File: config.mk
export PLATFORM = sky130hd
export DESIGN_NAME = rgb_pixel_to_ascii_glyph_and_color
export DESIGN_NICKNAME = d
export VERILOG_FILES = /design/src/rtl/rpa_pkg.sv /design/src/rtl/rgb_pixel_to_ascii_glyph_and_color.sv
export SDC_FILE = /design/constraint.sdc
export NUM_CORES = 2
export LEC_CHECK = 0
export BUFFER_PORTS_ARGS = -buffer_cell sky130_fd_sc_hd__buf_2
export CELL_PAD_IN_SITES_DETAIL_PLACEMENT = 0
export CELL_PAD_IN_SITES_GLOBAL_PLACEMENT = 2
export CORE_ASPECT_RATIO = 2
export CORE_MARGIN = 3
export CORE_UTILIZATION = 40
export DETAILED_ROUTE_END_ITERATION = 7
export PLACE_DENSITY_LB_ADDON = 0.1
export SKIP_LAST_GASP = 1
export SYNTH_ARGS = -nofsm -noshare
export SYNTH_HDL_FRONTEND = slang
export SYNTH_SLANG_ARGS = --single-unit
File: constraint.sdc
create_clock -name clk -period 16.7 [get_ports clk]
set_input_delay 5.01 -clock clk [delete_from_list [all_inputs] [get_ports clk]]
set_output_delay 5.01 -clock clk [all_outputs]
set_load 0.1 [all_outputs]
File: src/rtl/rpa_pkg.sv
// Types, constants and helper functions for the pixel to glyph/color pipeline.
package rpa_pkg;

  localparam int IN_W  = 24;
  localparam int OUT_W = 16;

  localparam int SQ_X_W  = 25;
  localparam int SQ_ITER = 13;
  localparam int SQ_STG  = 7;

  localparam logic [8:0]  W_RED     = 9'd306;
  localparam logic [9:0]  W_GREEN   = 10'd601;
  localparam logic [6:0]  W_BLUE    = 7'd117;
  localparam logic [3:0]  RAMP_MUL  = 4'd11;
  localparam logic [5:0]  RAMP_MAX  = 6'd32;
  localparam int          CUBE_STEP = 48;
  localparam int          CUBE_MAX  = 5;
  localparam logic [7:0]  CUBE_BASE = 8'd16;
  localparam logic [7:0]  CUBE_R    = 8'd36;
  localparam logic [7:0]  CUBE_G    = 8'd6;

  localparam logic [6:0] CH_SPACE   = 7'd32;
  localparam logic [6:0] CH_DOT     = 7'd46;
  localparam logic [6:0] CH_COLON   = 7'd58;
  localparam logic [6:0] CH_DASH    = 7'd45;
  localparam logic [6:0] CH_EQUAL   = 7'd61;
  localparam logic [6:0] CH_PLUS    = 7'd43;
  localparam logic [6:0] CH_STAR    = 7'd42;
  localparam logic [6:0] CH_HASH    = 7'd35;
  localparam logic [6:0] CH_PERCENT = 7'd37;
  localparam logic [6:0] CH_AT      = 7'd64;

  typedef struct packed {
    logic [7:0]        blue;
    logic [7:0]        green;
    logic [7:0]        red;
    logic              last;
    logic [5:0]        idx;
    logic [SQ_X_W-1:0] x;
    logic [SQ_X_W-1:0] res;
  } sq_t;

  function automatic logic [6:0] ramp_char(input logic [5:0] idx);
    logic [6:0] ch;
    if (idx == 6'd0)       ch = CH_SPACE;
    else if (idx <= 6'd2)  ch = CH_DOT;
    else if (idx <= 6'd4)  ch = CH_COLON;
    else if (idx <= 6'd6)  ch = CH_DASH;
    else if (idx <= 6'd8)  ch = CH_EQUAL;
    else if (idx <= 6'd11) ch = CH_PLUS;
    else if (idx <= 6'd14) ch = CH_STAR;
    else if (idx <= 6'd17) ch = CH_HASH;
    else if (idx <= 6'd25) ch = CH_PERCENT;
    else                   ch = CH_AT;
    return ch;
  endfunction

  // |2c - p| in Q4, truncated to integer, divided by the cube step, saturated.
  function automatic logic [2:0] cube_level(input logic [7:0] c, input logic [12:0] pq);
    logic [12:0] twice;
    logic [12:0] mag;
    logic [8:0]  m;
    logic [2:0]  q;
    twice = {c, 5'b0};
    mag   = (twice >= pq) ? (twice - pq) : (pq - twice);
    m     = mag[12:4];
    q     = 3'd0;
    for (int k = 1; k <= CUBE_MAX; k++) begin
      if (m >= 9'(CUBE_STEP * k)) q = 3'(k);
    end
    return q;
  endfunction

endpackage

File: src/rtl/rgb_pixel_to_ascii_glyph_and_color.sv
// Streaming pixel to ASCII ramp glyph and 256-color palette index pipeline.
//
//  channel  | dir | contents
//  ---------+-----+-----------------------------------------------
//  s_axis   | in  | tdata {red, green, blue}, tlast = line_end
//  m_axis   | out | tdata {pad, color_index, glyph}, tlast = row_end
//  cfg      | in  | cfg_we / cfg_wdata = full_palette
//
// Eleven register stages: squares, weighted sum and ramp index, seven
// square-root stages (two bits of the root each, one in the last), cube
// levels, output. One pixel per clock while m_axis does not stall. Reset
// empties every stage and sets full_palette. A stall on m_axis holds all
// full stages up to the first bubble; a stage with a bubble keeps accepting.
module rgb_pixel_to_ascii_glyph_and_color (
  input  logic                       clk,
  input  logic                       rst,
  input  logic                       s_tvalid,
  output logic                       s_tready,
  input  logic [rpa_pkg::IN_W-1:0]   s_tdata,   // blue[7:0], green[15:8], red[23:16]
  input  logic                       s_tlast,
  output logic                       m_tvalid,
  input  logic                       m_tready,
  output logic [rpa_pkg::OUT_W-1:0]  m_tdata,   // glyph[6:0], color_index[14:7], zero[15]
  output logic                       m_tlast,
  input  logic                       cfg_we,
  input  logic                       cfg_wdata
);
  import rpa_pkg::*;

  logic full_palette;

  // stage 1: squares
  logic        v1;
  logic [7:0]  b1, g1, r1;
  logic        l1;
  logic [15:0] bb1, gg1, rr1;
  logic [9:0]  sum1;

  // stage 2 and root stages
  logic [SQ_STG:0] vs;
  logic [SQ_STG:0] rs;
  sq_t             sq      [SQ_STG+1];
  sq_t             sq_next [SQ_STG+1];

  // cube level stage
  logic       vq;
  logic [2:0] qr, qg, qb;
  logic [5:0] idxq;
  logic       lq;

  // output stage
  logic       vo;
  logic [6:0] glyph;
  logic [7:0] color_index;
  logic       row_end;

  logic rdy_o, rdy_q, rdy_1;

  assign rdy_o = !vo || m_tready;
  assign rdy_q = !vq || rdy_o;
  assign rs[SQ_STG] = !vs[SQ_STG] || rdy_q;
  for (genvar k = 0; k < SQ_STG; k++) begin : g_rdy
    assign rs[k] = !vs[k] || rs[k+1];
  end
  assign rdy_1    = !v1 || rs[0];
  assign s_tready = rdy_1;

  always_ff @(posedge clk) begin
    if (rst) full_palette <= 1'b1;
    else if (cfg_we) full_palette <= cfg_wdata;
  end

  // stage 1
  always_ff @(posedge clk) begin
    if (rst) v1 <= 1'b0;
    else if (rdy_1) v1 <= s_tvalid;
  end

  always_ff @(posedge clk) begin
    if (rdy_1) begin
      b1   <= s_tdata[7:0];
      g1   <= s_tdata[15:8];
      r1   <= s_tdata[23:16];
      l1   <= s_tlast;
      bb1  <= 16'(s_tdata[7:0]) * 16'(s_tdata[7:0]);
      gg1  <= 16'(s_tdata[15:8]) * 16'(s_tdata[15:8]);
      rr1  <= 16'(s_tdata[23:16]) * 16'(s_tdata[23:16]);
      sum1 <= 10'(s_tdata[7:0]) + 10'(s_tdata[15:8]) + 10'(s_tdata[23:16]);
    end
  end

  // stage 2: weighted sum of squares, ramp index = floor(11*sum/255), saturated at 32
  always_comb begin
    logic [26:0] s_w;
    logic [13:0] t11;
    logic [13:0] tq;
    logic [5:0]  ix;
    s_w = 27'(rr1) * 27'(W_RED) + 27'(gg1) * 27'(W_GREEN) + 27'(bb1) * 27'(W_BLUE);
    t11 = 14'(sum1) * 14'(RAMP_MUL);
    tq  = (t11 + 14'd1 + 14'(t11[13:8])) >> 8;
    ix  = tq[5:0];
    if (ix > RAMP_MAX) ix = RAMP_MAX;
    sq_next[0].blue  = b1;
    sq_next[0].green = g1;
    sq_next[0].red   = r1;
    sq_next[0].last  = l1;
    sq_next[0].idx   = ix;
    sq_next[0].x     = s_w[26:2];
    sq_next[0].res   = '0;
  end

  // root stages: two iterations of the digit-by-digit square root each, one in the last
  for (genvar k = 1; k <= SQ_STG; k++) begin : g_sq
    always_comb begin
      logic [SQ_X_W:0] xt;
      logic [SQ_X_W:0] rt;
      logic [SQ_X_W:0] bt;
      int              it;
      sq_next[k] = sq[k-1];
      xt = {1'b0, sq[k-1].x};
      rt = {1'b0, sq[k-1].res};
      for (int j = 0; j < 2; j++) begin
        it = 2 * (k - 1) + j;
        if (it < SQ_ITER) begin
          bt = (SQ_X_W+1)'(1) << (2 * (SQ_ITER - 1 - it));
          if (xt >= rt + bt) begin
            xt = xt - (rt + bt);
            rt = (rt >> 1) + bt;
          end else begin
            rt = rt >> 1;
          end
        end
      end
      sq_next[k].x   = xt[SQ_X_W-1:0];
      sq_next[k].res = rt[SQ_X_W-1:0];
    end
  end

  always_ff @(posedge clk) begin
    if (rst) vs[0] <= 1'b0;
    else if (rs[0]) vs[0] <= v1;
  end

  always_ff @(posedge clk) begin
    if (rs[0]) sq[0] <= sq_next[0];
  end

  for (genvar k = 1; k <= SQ_STG; k++) begin : g_sq_reg
    always_ff @(posedge clk) begin
      if (rst) vs[k] <= 1'b0;
      else if (rs[k]) vs[k] <= vs[k-1];
    end

    always_ff @(posedge clk) begin
      if (rs[k]) sq[k] <= sq_next[k];
    end
  end

  // cube levels
  always_ff @(posedge clk) begin
    if (rst) vq <= 1'b0;
    else if (rdy_q) vq <= vs[SQ_STG];
  end

  always_ff @(posedge clk) begin
    if (rdy_q) begin
      qr   <= cube_level(sq[SQ_STG].red,   sq[SQ_STG].res[12:0]);
      qg   <= cube_level(sq[SQ_STG].green, sq[SQ_STG].res[12:0]);
      qb   <= cube_level(sq[SQ_STG].blue,  sq[SQ_STG].res[12:0]);
      idxq <= sq[SQ_STG].idx;
      lq   <= sq[SQ_STG].last;
    end
  end

  // output register
  always_ff @(posedge clk) begin
    if (rst) vo <= 1'b0;
    else if (rdy_o) vo <= vq;
  end

  always_ff @(posedge clk) begin
    if (rdy_o) begin
      glyph       <= ramp_char(idxq);
      color_index <= full_palette ?
                     (CUBE_BASE + 8'(qr) * CUBE_R + 8'(qg) * CUBE_G + 8'(qb)) : 8'd0;
      row_end     <= lq;
    end
  end

  assign m_tvalid = vo;
  assign m_tdata  = {1'b0, color_index, glyph};
  assign m_tlast  = row_end;

endmodule

==> impl_results.md <==
- Run status: complete, no violations
- Final setup TNS: 0 ps
- NumNets Final: 4,309
- Max_slew headroom: 30.2%
- Critical Path RT: 11,690 ps
- Die Wd: 231 um
- Die ar.: 0.106 mm2
- CP Capture Type: output pin
- Overflow after GRT: 0
- MaxCap Viol Count: 0
- Data arrival, critical path: 8030 ps
- RSZ-0062 raised after global routing: no
- YS warnings: 0
- Layout area overhead: 9.23%
- Final ANT Viol Nets: 0
- CP Class: input pin to output pin
- Worst Tran Pin Value: 1040 ps
- Core area: 0.100 mm2
- Hpwl dp: 75,400 um
- CTS Buffer Depth: 3
- Distinct cells, synth: 87
- Final hold violations: 0
- Fmax: 76.7 MHz
- DP Worst Slack: 3540 ps
- First-pass GRT wire length: 144,000 um
- # H-tree levels: 2
- CTS tree: yes
- Flop-to-flop setup slack: 8180 ps
- Yosys reg bits: 599
- Crit path max-delay family: simple AND/OR/NAND/NOR gates
- Clock Latency Late Sink: 660 ps
- CP Max Fanout: 17
- Clock root cell: clkbuf_16
- Vias in the first global route: 27,000
- Final worst slack: 3660 ps
- Final Critical Period: 13,040 ps
- Worst path cell trace: buf_2 > nor2b_1 > nand2_1 > nor2_1 > nand3_2 > nor2_1 > nand4_1 > buf_2
- I/O pin cnt: 50
- Via-per-instance ratio: 5.01
- Drt pass-1 iters: 5
- Ratio of cells with drive above 1 in the final layout: 5.67%
- CTS Buf Count: 57
- Drc violations: 0
- Final setup fails: 0
- Post-CTS setup buffers: 0
- Drt wl/cell: 18.4 um
- Setup crit start kind: input pin
- Total number of vias: 24,700
- RD Place Congestion: 0.827
- Hold_buf cts: 0
- Fin crit share: 78.1%
- Antenna violations before repair: 1
- CTS resizes: 0
- Fill cells: 9,380
- # placed instances: 4,822
- Post-synthesis sequential area ratio: 44.0%
- Largest net degree at the start of global routing: 74
- Crit path buffers/inverters: 2
- Starting density of the core: 40.4%
- Worst path slowest cell: nand4_1
- Number of cell rows: 164
- Top FF cell, synth: edfxtp_1
- Post-Syn Area: 0.0406 mm2
- Number of synthesized flops with an enable pin: 587
- Number of DRC markers in iteration 0: 830
- Total GRT Usage: 17.5%
- Commonest non-fill, non-tap cells in the layout: 587 x edfxtp_1, 562 x inv_1, 476 x ha_1, 249 x fa_1, 187 x nor2_1
- Ys async rst share: 0%
- Clock Sink Count: 599
- Die height: 456 um
- Clock transition at path regs: 70 ps
- Synth Area per Inst: 11.7 um2
- Worst Hold Class: flip-flop to flip-flop
- Worst clock skew: 63.7 ps
- Routed WL: 90,500 um
- Most common cell after layout, fill and taps aside: edfxtp_1
- I/O Buffers: 48
- Max incr delay on CP: 630 ps
- Synth Instances: 3,468
- Fin cells: 4,928
- Slew Viols, Final: 0
area by class of cell:
| cell class | instances | area [um2] | area share, % |
|---|---|---|---|
| Multi-Input combinational cell | 2267 | 20400 | 46.1 |
| Inverter | 568 | 2130 | 4.81 |
| Clock inverter | 44 | 462 | 1.04 |
| Sequential cell | 599 | 17900 | 40.3 |
| Antenna cell | 1 | 2.50 | 0.00564 |
| Timing Repair Buffer | 60 | 330 | 0.745 |
| Clock buffer | 61 | 1440 | 3.25 |
| Tap cell | 1328 | 1660 | 3.75 |
final timing paths:
check | from | end | cells past startpoint
max | m_tready | s_tready | 8
min | sq[0][55]$_SDFFCE_PN1P_ | sq[0][136]$_DFFE_PP_ | 0
max reg2reg | rr1[5]$_DFFE_PP_ | sq[0][47]$_DFFE_PP_ | 28
min reg2reg | sq[0][55]$_SDFFCE_PN1P_ | sq[0][136]$_DFFE_PP_ | 0
cells by family (layout without fill, tap and decap cells):
group | count (synthesis) | count (layout) | synth area share, %
AO/OA/AOI/OAI | 528 | 528 | 8.30
XOR/XNOR | 225 | 225 | 4.86
adder cells (fa/ha/maj) | 725 | 725 | 27.0
buffers and inverters | 610 | 733 | 5.74
flip-flops | 599 | 599 | 44.0
multiplexers | 35 | 35 | 0.906
other | 2 | 11 | 0.0185
AND/OR/NAND/NOR | 744 | 744 | 9.20
synthesized netlist by cell type, drive strengths merged (26+ instances only):
library cell  count  area share (%)
edfxtp          587              43
inv             568             5.3
ha              476              15
fa              249              12
nor2            188             1.7
nand2           181             1.7
xnor2           166             3.6
a21oi           164             2.0
o21ai           116             1.4
nor3             67            0.84
a21o             63             1.2
xor2             59             1.3
and2             57            0.88
nor2b            46            0.71
nand3            44            0.54
nor4             33            0.57
o21bai           33            0.61
clkbuf           32            0.30
nand2b           28            0.43
o21a             26            0.48
metrics by stage:
step / util, % / area, um2 / hold slack [ps]
after CTS: 44.2 / 44300 / 365
final: 44.2 / 44300 / 379
after floorplan: - / 40600 / 400
after global routing: 44.2 / 44300 / 374
after detailed placement: 42.3 / 42400 / 405
after global placement: 42.3 / 42400 / 401
state kept, by name (all words and copies together) (netlist names), 3 cells and up:
| name | count |
|---|---|
| qr | 3 |
| qg | 3 |
| rr1 | 14 |
| bb1 | 14 |
| g1 | 8 |
| sq | 478 |
| glyph | 7 |
| gg1 | 14 |
| sum1 | 10 |
| r1 | 8 |
| color_index | 8 |
| idxq | 6 |
| qb | 3 |
| vs | 8 |
| b1 | 8 |
routing by layer:
| metal | vias up | GRT usage [%] | wire [um] |
|---|---|---|---|
| li1 | 12100 | - | - |
| met1 | 12100 | 14.8 | 27900 |
| met2 | 291 | 38.5 | 56100 |
| met3 | 168 | 1.62 | 1620 |
| met4 | 0 | 8.41 | 4860 |
| met5 | - | 0 | 0 |
worst register-to-register path: cells and delay by family, from the launching register on:
kind	cells	cell delay [ps]
compound gates	9	2100
flops	1	500
fa+ha+maj	11	4580
buf+inv	4	210
simple gates	4	870
Power is left out: the tool's default activity adds up to more than one toggle a clock period on the data nets, which glitch-free logic cannot reach.
